## src/hw/rtl/fltl_pkg.sv

```systemverilog
// ----------------------------------------------------------------------------
// fltl_pkg
// shared constants and types for the fault latch with timeouts
// ----------------------------------------------------------------------------
`default_nettype none

package fltl_pkg;

  localparam int unsigned FAULT_COUNT_DEF = 16;
  localparam int unsigned MAX_SOURCES     = 32;
  localparam int unsigned FLAG_W          = 16;
  localparam int unsigned TICK_W          = 16;
  localparam int unsigned APB_DATA_W      = 32;
  localparam int unsigned APB_ADDR_W      = 3;

  localparam logic [TICK_W-1:0] TIMEOUT_RESET  = 16'd5000;
  localparam logic [FLAG_W-1:0] CRITICAL_RESET = 16'd31;

  // register index, taken from paddr[2]
  localparam logic REG_CRITICAL_MASK = 1'b0;
  localparam logic REG_TIMEOUT_TICKS = 1'b1;

  localparam logic CMD_TICK    = 1'b0;
  localparam logic CMD_TRIGGER = 1'b1;

  // status rippled along the row of cells
  typedef struct packed {
    logic expired;    // some countdown ran out on this tick
    logic critical;   // some critical flag is latched after this step
    logic trig_crit;  // the triggered source is critical
  } fltl_chain_t;

  typedef struct packed {
    logic [FLAG_W-1:0] active_faults;
    logic              faulted_mode;
    logic              critical_present;
  } fltl_result_t;

endpackage

`default_nettype wire

```

## src/hw/rtl/fltl_cell.sv

```systemverilog
// ----------------------------------------------------------------------------
// fltl_cell
// one fault source: countdown, latched flag and chain status
// ----------------------------------------------------------------------------
`default_nettype none

module fltl_cell import fltl_pkg::*; (
  input  wire logic              clk_i,
  input  wire logic              rst_ni,
  input  wire logic              tick_i,
  input  wire logic              trig_i,
  input  wire logic [TICK_W-1:0] timeout_i,
  input  wire logic              crit_i,
  input  wire fltl_chain_t       chain_i,
  output fltl_chain_t            chain_o,
  output logic                   flag_o
);

  logic [TICK_W-1:0] count_q, count_d;
  logic              expire;

  // the flag is latched exactly while the countdown runs
  always_comb begin
    count_d = count_q;
    expire  = 1'b0;
    if (trig_i) begin
      count_d = timeout_i;
    end else if (tick_i && (count_q != '0)) begin
      count_d = count_q - TICK_W'(1);
      expire  = (count_q == TICK_W'(1));
    end
  end

  assign flag_o = (count_d != '0);

  assign chain_o.expired   = chain_i.expired | expire;
  assign chain_o.critical  = chain_i.critical | (flag_o & crit_i);
  assign chain_o.trig_crit = chain_i.trig_crit | (trig_i & crit_i);

  always_ff @(posedge clk_i or negedge rst_ni) begin
    if (!rst_ni) begin
      count_q <= '0;
    end else begin
      count_q <= count_d;
    end
  end

endmodule

`default_nettype wire

```

## src/hw/rtl/fltl_out_buf.sv

```systemverilog
// ----------------------------------------------------------------------------
// fltl_out_buf
// output register with a skid stage
// ----------------------------------------------------------------------------
`default_nettype none

module fltl_out_buf import fltl_pkg::*; (
  input  wire logic         clk_i,
  input  wire logic         rst_ni,
  input  wire logic         in_valid_i,
  output logic              in_stall_o,
  input  wire fltl_result_t in_data_i,
  output logic              out_valid_o,
  input  wire logic         out_stall_i,
  output fltl_result_t      out_data_o
);

  logic         out_valid_q, skid_valid_q;
  fltl_result_t out_q, skid_q;
  logic         accept, out_free;

  assign in_stall_o = skid_valid_q;
  assign accept     = in_valid_i & ~skid_valid_q;
  assign out_free   = ~out_valid_q | ~out_stall_i;

  always_ff @(posedge clk_i or negedge rst_ni) begin
    if (!rst_ni) begin
      out_valid_q  <= 1'b0;
      skid_valid_q <= 1'b0;
    end else if (out_free) begin
      if (skid_valid_q) begin
        out_valid_q  <= 1'b1;
        skid_valid_q <= accept;
      end else begin
        out_valid_q  <= accept;
      end
    end else if (accept) begin
      skid_valid_q <= 1'b1;
    end
  end

  always_ff @(posedge clk_i) begin
    if (out_free) begin
      if (skid_valid_q) begin
        out_q <= skid_q;
        if (accept) begin
          skid_q <= in_data_i;
        end
      end else if (accept) begin
        out_q <= in_data_i;
      end
    end else if (accept) begin
      skid_q <= in_data_i;
    end
  end

  assign out_valid_o = out_valid_q;
  assign out_data_o  = out_q;

endmodule

`default_nettype wire

```

## src/hw/rtl/fault_latch_with_timeouts.sv

```systemverilog
// ----------------------------------------------------------------------------
// fault_latch_with_timeouts
// latched fault flags with per-source countdowns and a faulted mode
// ----------------------------------------------------------------------------
// usage:
//   input channel (in_valid_i / in_stall_o) carries command_i and
//   fault_index_i; a tick counts every running countdown down by one, a
//   trigger latches a source and restarts its countdown at timeout_ticks.
//   output channel (out_valid_o / out_stall_i) returns one transaction per
//   input transaction: active_faults_o, faulted_mode_o, critical_present_o.
//   results are registered; one item is taken every cycle while in_stall_o is
//   low, the row of cells updates all countdowns in the same cycle.
//   the output register plus a skid stage hold up to two results, so a
//   stalled receiver is absorbed for one more transaction before in_stall_o
//   rises; in_stall_o is a registered signal.
//   reset clears all flags and countdowns, leaves the unit in ready mode and
//   loads critical_mask = 31 and timeout_ticks = 5000.
//   registers sit on the apb port at byte 0 (critical_mask) and byte 4
//   (timeout_ticks); write them only while the block is idle.
// ----------------------------------------------------------------------------
`default_nettype none

module fault_latch_with_timeouts import fltl_pkg::*; #(
  parameter int unsigned FAULT_COUNT = FAULT_COUNT_DEF
) (
  input  wire logic                  clk_i,
  input  wire logic                  rst_ni,
  // apb configuration port
  input  wire logic                  psel,
  input  wire logic                  penable,
  input  wire logic                  pwrite,
  input  wire logic [APB_ADDR_W-1:0] paddr,
  input  wire logic [APB_DATA_W-1:0] pwdata,
  output logic      [APB_DATA_W-1:0] prdata,
  output logic                       pready,
  // input channel
  input  wire logic                  in_valid_i,
  output logic                       in_stall_o,
  input  wire logic                  command_i,
  input  wire logic [3:0]            fault_index_i,
  // output channel
  output logic                       out_valid_o,
  input  wire logic                  out_stall_i,
  output logic [FLAG_W-1:0]          active_faults_o,
  output logic                       faulted_mode_o,
  output logic                       critical_present_o
);

  // ---------------------------------------------------------------------------
  // configuration registers
  // ---------------------------------------------------------------------------
  logic [FLAG_W-1:0] crit_mask_q;
  logic [TICK_W-1:0] timeout_q;
  logic              cfg_wr;

  assign pready = 1'b1;
  assign cfg_wr = psel & penable & pwrite;

  always_ff @(posedge clk_i or negedge rst_ni) begin
    if (!rst_ni) begin
      crit_mask_q <= CRITICAL_RESET;
      timeout_q   <= TIMEOUT_RESET;
    end else if (cfg_wr) begin
      case (paddr[2])
        REG_CRITICAL_MASK: crit_mask_q <= pwdata[FLAG_W-1:0];
        REG_TIMEOUT_TICKS: timeout_q   <= pwdata[TICK_W-1:0];
        default: ;
      endcase
    end
  end

  always_comb begin
    case (paddr[2])
      REG_CRITICAL_MASK: prdata = APB_DATA_W'(crit_mask_q);
      REG_TIMEOUT_TICKS: prdata = APB_DATA_W'(timeout_q);
      default:           prdata = '0;
    endcase
  end

  // a zero timeout behaves as one tick
  logic [TICK_W-1:0] timeout_eff;
  assign timeout_eff = (timeout_q == '0) ? TICK_W'(1) : timeout_q;

  // ---------------------------------------------------------------------------
  // input acceptance
  // ---------------------------------------------------------------------------
  logic accept, tick, trig_any;

  assign accept   = in_valid_i & ~in_stall_o;
  assign tick     = accept & (command_i == CMD_TICK);
  assign trig_any = accept & (command_i == CMD_TRIGGER);

  // ---------------------------------------------------------------------------
  // row of cells, status ripples from cell 0 upward
  // ---------------------------------------------------------------------------
  fltl_chain_t             chain [FAULT_COUNT+1];
  logic [FAULT_COUNT-1:0]  flags;

  assign chain[0] = '0;

  for (genvar g = 0; g < FAULT_COUNT; g++) begin : g_cell
    logic hit, crit;
    // fault_index is four bits wide, so sources above 15 never trigger
    if (g < FLAG_W) begin : g_low
      assign hit  = trig_any & (fault_index_i == 4'(g));
      assign crit = crit_mask_q[g];
    end else begin : g_high
      assign hit  = 1'b0;
      assign crit = 1'b0;
    end

    fltl_cell u_cell (
      .clk_i     (clk_i),
      .rst_ni    (rst_ni),
      .tick_i    (tick),
      .trig_i    (hit),
      .timeout_i (timeout_eff),
      .crit_i    (crit),
      .chain_i   (chain[g]),
      .chain_o   (chain[g+1]),
      .flag_o    (flags[g])
    );
  end

  // ---------------------------------------------------------------------------
  // faulted mode
  // ---------------------------------------------------------------------------
  // a critical trigger enters the faulted mode; recovery is checked only on
  // a tick that let some countdown expire and left no critical flag
  logic        mode_q, mode_d;
  fltl_chain_t row;

  assign row = chain[FAULT_COUNT];

  always_comb begin
    mode_d = mode_q;
    if (trig_any && row.trig_crit) begin
      mode_d = 1'b1;
    end else if (tick && row.expired && !row.critical) begin
      mode_d = 1'b0;
    end
  end

  always_ff @(posedge clk_i or negedge rst_ni) begin
    if (!rst_ni) begin
      mode_q <= 1'b0;
    end else if (accept) begin
      mode_q <= mode_d;
    end
  end

  // ---------------------------------------------------------------------------
  // result assembly and output buffering
  // ---------------------------------------------------------------------------
  fltl_result_t res, out_res;

  for (genvar b = 0; b < FLAG_W; b++) begin : g_act
    if (b < FAULT_COUNT) begin : g_used
      assign res.active_faults[b] = flags[b];
    end else begin : g_none
      assign res.active_faults[b] = 1'b0;
    end
  end

  assign res.faulted_mode     = mode_d;
  assign res.critical_present = row.critical;

  fltl_out_buf u_out_buf (
    .clk_i       (clk_i),
    .rst_ni      (rst_ni),
    .in_valid_i  (in_valid_i),
    .in_stall_o  (in_stall_o),
    .in_data_i   (res),
    .out_valid_o (out_valid_o),
    .out_stall_i (out_stall_i),
    .out_data_o  (out_res)
  );

  assign active_faults_o    = out_res.active_faults;
  assign faulted_mode_o     = out_res.faulted_mode;
  assign critical_present_o = out_res.critical_present;

endmodule

`default_nettype wire
```

## config.mk

```make
export PLATFORM = sky130hd
export DESIGN_NAME = fault_latch_with_timeouts
export DESIGN_NICKNAME = d
export VERILOG_FILES = /design/src/hw/rtl/fltl_pkg.sv /design/src/hw/rtl/fltl_cell.sv /design/src/hw/rtl/fltl_out_buf.sv /design/src/hw/rtl/fault_latch_with_timeouts.sv
export SDC_FILE = /design/constraint.sdc
export NUM_CORES = 1
export LEC_CHECK = 0
export BUFFER_PORTS_ARGS = -buffer_cell sky130_fd_sc_hd__buf_2
export CAP_MARGIN = 20
export CORE_MARGIN = 4
export CORE_UTILIZATION = 64
export DETAILED_ROUTE_END_ITERATION = 10
export PLACE_DENSITY = 0.83
export SLEW_MARGIN = 20
export SYNTH_ARGS = -nofsm -noshare
export SYNTH_HDL_FRONTEND = slang
export SYNTH_SLANG_ARGS = --single-unit
```

## constraint.sdc

```tcl
create_clock -name clk_i -period 12.31 [get_ports clk_i]
set_input_delay 0 -clock clk_i [delete_from_list [all_inputs] [get_ports clk_i]]
set_output_delay 0 -clock clk_i [all_outputs]
set_load 0.1 [all_outputs]
```

* Word level (Yosys, flattened, before mapping) *
Cells that the tools add are included.

operators by class
  add/subtract/negate cells = 16
  multipliers = 0
  div/mod/pow operators = 0
  order comparisons = 0
  equality and inequality tests = 32
  shift operators = 0
  mux-type cells = 77
  bitwise logic cells = 104
  reductions and logical operators = 59

operators by type and width
  kind                                                    number
  two-way mux 16 bit                                      33
  nonzero test 16 bit                                     32
  equality test 16 x 1 -> 1 bit (second input constant)   16
  subtractor 16 x 1 -> 16 bit (second input constant)     16
  two-way mux 18 bit                                      5
  case mux 32 bit (2 select lines)                        1
  bitwise AND 1 bit                                       53
  OR 1 bit                                                46
  two-way mux 1 bit                                       38
  equality test 4 bit (second input constant)             8
  logical AND 1 bit                                       19
  equality test 4 x 3 -> 1 bit (second input constant)    4
  logical NOT 16 bit                                      1
  equality test 4 x 2 -> 1 bit (second input constant)    2
  AND reduction 2 bit                                     3
  NOT 1 bit                                               5
  equality test 4 x 1 -> 1 bit (second input constant)    1
  logical NOT 4 bit                                       1
  nonzero test 2 bit                                      2
  inequality test 2 x 1 -> 1 bit (second input constant)  1
  logical NOT 1 bit                                       1

storage, ports and cells
  bits in registers = 327
  latch bits = 0
  bits in writable memories = 0
  bits in read-only memories = 0
  word-level logic and storage cells = 315
  memories = 0

* Logic depth before layout (Yosys ltp) *
  depth after elaboration = 30
  depth in mapped cells = 15
  gate-level depth less buffers = 13

* Cells and area by module *
A second synthesis with hierarchy kept.

unflattened totals
  cells, all modules = 2478
  area total of the unflattened synthesis = 22514.1 µm²

modules (own cells, without submodules)
  module                             times used  cells an instance  area each (µm²)  seq. area each (µm²)
  fltl_cell (g_cell[0].u_cell ...)   9           132                1137.3           400.4
  fltl_cell (g_cell[10].u_cell ...)  7           153                1285.0           400.4
  fault_latch_with_timeouts          1           157                1889.3           838.3
  fltl_out_buf                       1           62                 1393.8           1131.1

* Worst setup path after synthesis *
Ideal clock, no wire load.

  path kind = flip-flop to flip-flop
  start point = reg u_out_buf.skid_valid_q, in the netlist u_out_buf.in_stall_o
  end point = reg u_out_buf.out_q, in the netlist u_out_buf.out_data_o[1] (data pin)
  library setup time = 0.260 ns
  data arrival time = 4.096 ns
  required time = 12.050 ns
  slack = 7.954 ns
  stages on the path, launching flop included = 14
  buffers on the path = 2
  clock period less this slack = 4.356 ns
  path through = dfrtp_1 -> nor3b_1 -> clkbuf_1 -> buf_2 -> nand4_1 -> or2_2 -> a211oi_1 -> o311ai_0 -> a2111oi_0 -> nand4_1 -> a222oi_1 -> and4_1 -> a31oi_1 -> mux2_2

between the ends
  elaborated cells between the ends (all ways) = 201
  classes of those cells = mux (68); bitwise (97); reduce/logical (36)

RTL lines
  item                          line                              text
  start, declared               fltl_out_buf.sv:18                logic out_valid_q, skid_valid_q;
  start signal, assigned        fltl_out_buf.sv:33                skid_valid_q <= accept;
  NOT 1 bit *                   fault_latch_with_timeouts.sv:89   assign accept = in_valid_i & ~in_stall_o;
  bitwise AND 1 bit *           fault_latch_with_timeouts.sv:89
  bitwise AND 1 bit             fault_latch_with_timeouts.sv:90   assign tick = accept & (command_i == CMD_TICK);
  logical AND 1 bit             fltl_cell.sv:28                   end else if (tick_i && (count_q != '0)) begin
  two-way mux 16 bit            fltl_cell.sv:28
  two-way mux 16 bit *          fltl_cell.sv:26                   if (trig_i) begin
  nonzero test 16 bit *         fltl_cell.sv:34                   assign flag_o = (count_d != '0);
  via g_cell[11].u_cell.flag_o  fltl_cell.sv:16                   output logic flag_o
  bitwise AND 1 bit *           fltl_cell.sv:37                   assign chain_o.critical = chain_i.critical | (flag_o & crit_i);
  OR 1 bit * (5 in a row)       fltl_cell.sv:37
  logical NOT 1 bit *           fault_latch_with_timeouts.sv:139  end else if (tick && row.expired && !row.critical) begin
  logical AND 1 bit *           fault_latch_with_timeouts.sv:139
  two-way mux 1 bit *           fault_latch_with_timeouts.sv:139
  two-way mux 1 bit *           fault_latch_with_timeouts.sv:137  if (trig_any && row.trig_crit) begin
  via mode_d                    fault_latch_with_timeouts.sv:130  logic mode_q, mode_d;
  two-way mux 18 bit *          fltl_out_buf.sv:49                end else if (accept) begin
  two-way mux 18 bit *          fltl_out_buf.sv:44                if (skid_valid_q) begin
  end signal, assigned          fltl_out_buf.sv:45                out_q <= skid_q;
  end signal, assigned          fltl_out_buf.sv:50                out_q <= in_data_i;
  end, declared                 fltl_out_buf.sv:19                fltl_result_t out_q, skid_q;

The timed path passes the listed nets; every way through them passes the cells marked *. The select of a mux whose other input is x is not followed.
A chain may end at the register's enable or synchronous reset.

* Worst setup path after layout *
  start point = reg u_out_buf.skid_valid_q, in the netlist u_out_buf.in_stall_o
  end point = reg u_out_buf.out_q, in the netlist u_out_buf.out_data_o[1] (data pin)

between the ends
  elaborated cells between the ends (all ways) = 201
  classes of those cells = mux (68); bitwise (97); reduce/logical (36)

RTL lines
  item                         line
  NOT 1 bit *                  fault_latch_with_timeouts.sv:89
  bitwise AND 1 bit *          fault_latch_with_timeouts.sv:89
  bitwise AND 1 bit            fault_latch_with_timeouts.sv:90
  logical AND 1 bit            fltl_cell.sv:28
  two-way mux 16 bit           fltl_cell.sv:28
  two-way mux 16 bit *         fltl_cell.sv:26
  nonzero test 16 bit *        fltl_cell.sv:34
  via g_cell[7].u_cell.flag_o  fltl_cell.sv:16
  bitwise AND 1 bit *          fltl_cell.sv:37
  OR 1 bit * (9 in a row)      fltl_cell.sv:37
  logical NOT 1 bit *          fault_latch_with_timeouts.sv:139
  logical AND 1 bit *          fault_latch_with_timeouts.sv:139
  two-way mux 1 bit *          fault_latch_with_timeouts.sv:139
  two-way mux 1 bit *          fault_latch_with_timeouts.sv:137
  via mode_d                   fault_latch_with_timeouts.sv:130
  two-way mux 18 bit *         fltl_out_buf.sv:49
  two-way mux 18 bit *         fltl_out_buf.sv:44

Marked as above.

==> results_dict.tcl <==
set metrics [dict create \
    status "complete, no violations" \
    rsz0062_at_grt "no" \
    critPathLaunchType "register" \
    fin_skew_ns 0.0246 \
    hold_path.class "in2reg" \
    finalPower_mw 5.21 \
    fin_crit_ns 5.51 \
    grt_pass1_wl_um 105000 \
    start_util 0.655 \
    async_flop_share 0.890 \
    dieWidth_um 188 \
    yosys.area_share.simple 0.258 \
    synthDistinctLibCells 86 \
    ant_nets 0 \
    routedWlPerCell_um 23.5 \
    hold_end "g_cell[4].u_cell.count_q[5]$_DFF_PN0_" \
    post_cts_resized 0 \
    numCtsBuffers 37 \
    die_h_um 188 \
    portBuffers 64 \
    hp-start "fault_index_i[0]" \
    clkTransAtPathRegs_ns 0.07 \
    synth_fa_ha_area_frac 0.0192 \
    p_per_area_nw_per_um2 229 \
    synth_seq_area_share 0.402 \
    grt_pass1_vias 19103 \
    cts_root_buf "clkbuf_16" \
    io_pins 100 \
    netlist_top_cells_area "dfrtp_1, edfxtp_1, nor2_1" \
    drc 0 \
    num_rows 65 \
    cts_tree "done" \
    r2r-start "u_out_buf.in_stall_o$_DFFE_PN0P_" \
    cp_max_fo 35 \
    netlist_area_um2 20800 \
    synthMuxAreaShare 0.0539 \
    grtUsageMet1 0.482 \
    routabilityCongestion 0.943 \
    vdd_drop_max_mv 0.154 \
    clock.fmax_mhz 181 \
    tightest_slew_ns 1.10 \
    met2_usage 0.565 \
    synth_edf_count 36 \
    p_leak_nw 8.62 \
    coreArea_um2 31800 \
    setup_viol 0 \
    layoutNonFillerInstCount 2854 \
    ff2ff_path_depth 11 \
    syn_inst 2381 \
    critPathKind "reg2reg" \
    r2r-end "u_out_buf.out_data_o[1]$_DFFE_PP_" \
    htreeDepth 2 \
    slew_headroom 0.259 \
    dp_hpwl_um 42700 \
    yosys_register_bits 327 \
    grt_max_degree 175 \
    area_growth_pct 9.36 \
    synth_xor_area_frac 0.0589 \
    yosys_warnings 0 \
    hold_violations 0 \
    syn_area_per_cell_um2 8.75 \
    worstPathArrival_ns 5.79 \
    startpoint "u_out_buf.in_stall_o$_DFFE_PN0P_" \
    synth_top_area_frac 0.338 \
    place_inst 2770 \
    vias 19898 \
    finish.utilization 0.716 \
    finalSetupTns_ns 0 \
    grt_overflow 0 \
    final_layout_size_suffix_gt1_frac 0.117 \
    worst_setup_path_end_kind "register" \
    grtUsageMet3 0.0826 \
    regToRegSetupSlack_ns 6.80 \
    track_usage 0.367 \
    viasPerCell 6.97 \
    clock-sinks 327 \
    top_usage_layer "met2" \
    clk_latency_ns 0.54 \
    whs_path_depth 5 \
    drv_slew 0 \
    fin_crit_sh 0.448 \
    ys.flop_type "dfrtp_1" \
    nNetsFinal 2471 \
    synth_top_family_by_area "simple AND/OR/NAND/NOR gates" \
    synth_compound_area_frac 0.164 \
    dieArea_um2 35500 \
    first_pass_iters 7 \
    drv_cap 0 \
    grt_antenna_before_repair 3 \
    clk_path_buf_depth 3 \
    drt-total-wl_um 67000 \
    post_cts_buffers 0 \
    cp.required_ns 12.58 \
    synth_top_cell_by_area "dfrtp_1" \
    drtIter0Drc 2192 \
]
worst max-delay path by stage:
stage	end	slack (ns)
6_report	u_out_buf.out_data_o[1]$_DFFE_PP_	6.80
5_1_grt	u_out_buf.out_data_o[1]$_DFFE_PP_	6.52
4_1_cts	u_out_buf.out_data_o[1]$_DFFE_PP_	6.95
3_5_place_dp	u_out_buf.out_data_o[1]$_DFFE_PP_	6.95
3_3_place_gp	u_out_buf.out_data_o[1]$_DFFE_PP_	7.20
2_1_floorplan	u_out_buf.out_data_o[1]$_DFFE_PP_	7.95
cell usage in the layout (no fill, tap or decap), types with 21 or more instances in the layout:
cell and instances:
a21oi_1 131, a211oi_1 31, a31oi_1 38, nor4_1 96
xnor2_1 99, o211ai_1 21, buf_4 30, and3_1 24
o21ai_0 125, buf_2 63, dfrtp_1 281, or4_1 50
mux2i_1 21, or3_1 46, nor2_1 280, nand2_1 190
o31ai_1 21, nand4_1 41, inv_1 66, mux2_2 81
clkbuf_16 39, ha_1 32, nor3_1 107, nand3_1 62
edfxtp_1 36, xor2_1 41
per-stage QoR:
step	cell area (um^2)	setup slack, ns	hold slack, ns
detailed placement	21400	6.95	0.146
floorplan	20900	7.95	-0.296
CTS	22800	6.95	0.0881
global route	22800	6.52	0.172
global placement	21400	7.20	0.145
finish	22800	6.80	0.112
cell families after synthesis:
| family | count (synthesis) |
|---|---|
| AND/OR/NAND/NOR | 1032 |
| AO/OA/AOI/OAI | 522 |
| flip-flops | 327 |
| buffers and inverters | 224 |
| XOR/XNOR | 140 |
| multiplexers | 102 |
| adder cells (fa/ha/maj) | 32 |
| other | 2 |
where the power goes:
group          leakage, nW  switching [mW]  internal (mW)
clock                0.589           0.461          0.652
sequential            3.77           0.498           1.51
combinational         4.26            1.30          0.796
total                 8.62            2.26           2.96
cells in the mapped netlist (11+ instances only):
cell type,count
dfrtp_1,281
nor2_1,280
nand2_1,190
a21oi_1,132
clkbuf_1,127
o21ai_0,125
nor3_1,107
xnor2_1,99
nor4_1,96
mux2_2,81
inv_1,66
nand3_1,62
or4_1,50
or3_1,46
nand4_1,41
xor2_1,41
a31oi_1,38
edfxtp_1,36
ha_1,32
a211oi_1,31
and3_1,24
mux2i_1,21
o211ai_1,21
o31ai_1,21
o21a_1,18
buf_4,17
a22oi_1,16
nor4b_1,16
or2_2,16
o31a_1,12
nand2b_1,11
nand3b_1,11
nand4b_1,11
final cells by class:
class	count	area, um^2
diodes	2	5.00
well taps	435	544
clock inverters	14	145
inverters	68	255
clock buffers	50	1070
flip-flops and latches	327	8380
fillers	2341	9030
repair buffers	113	756
multi-input cells	1845	11600
sequential cells by signal, summed over array words and instances, names as in the netlist:
name and flops:
g_cell.u_cell.count_q 256, u_out_buf.out_data_o 18, u_out_buf.skid_q 18, crit_mask_q 16, timeout_q 16, mode_q 1, u_out_buf.in_stall_o 1, u_out_buf.out_valid_o 1
critical path: stages (launching register included):
cell and delay (ns):
dfrtp_1 0.37, buf_4 0.31, nor2b_1 0.82, nand3_1 0.84, or2_2 0.54, a2111oi_0 0.50, nand4b_1 0.38, and2_1 0.30
a2111oi_0 0.37, and4_1 0.34, a31oi_1 0.14, mux2_2 0.31
layer usage:
layer  wire length, um  vias up
met3              7790      331
met4              4560        2
met1             24800     9453
li1                  -     8821
met2             29900     1291
met5                17        -
timing repair:
item | 4_1_cts | 5_1_grt
endpoints found under the hold margin | 143 | 0
hold buffers | 18 | 0
setup endpoints to repair | 0 | 0
No activity file was read; power rests on OpenSTA's default activity.
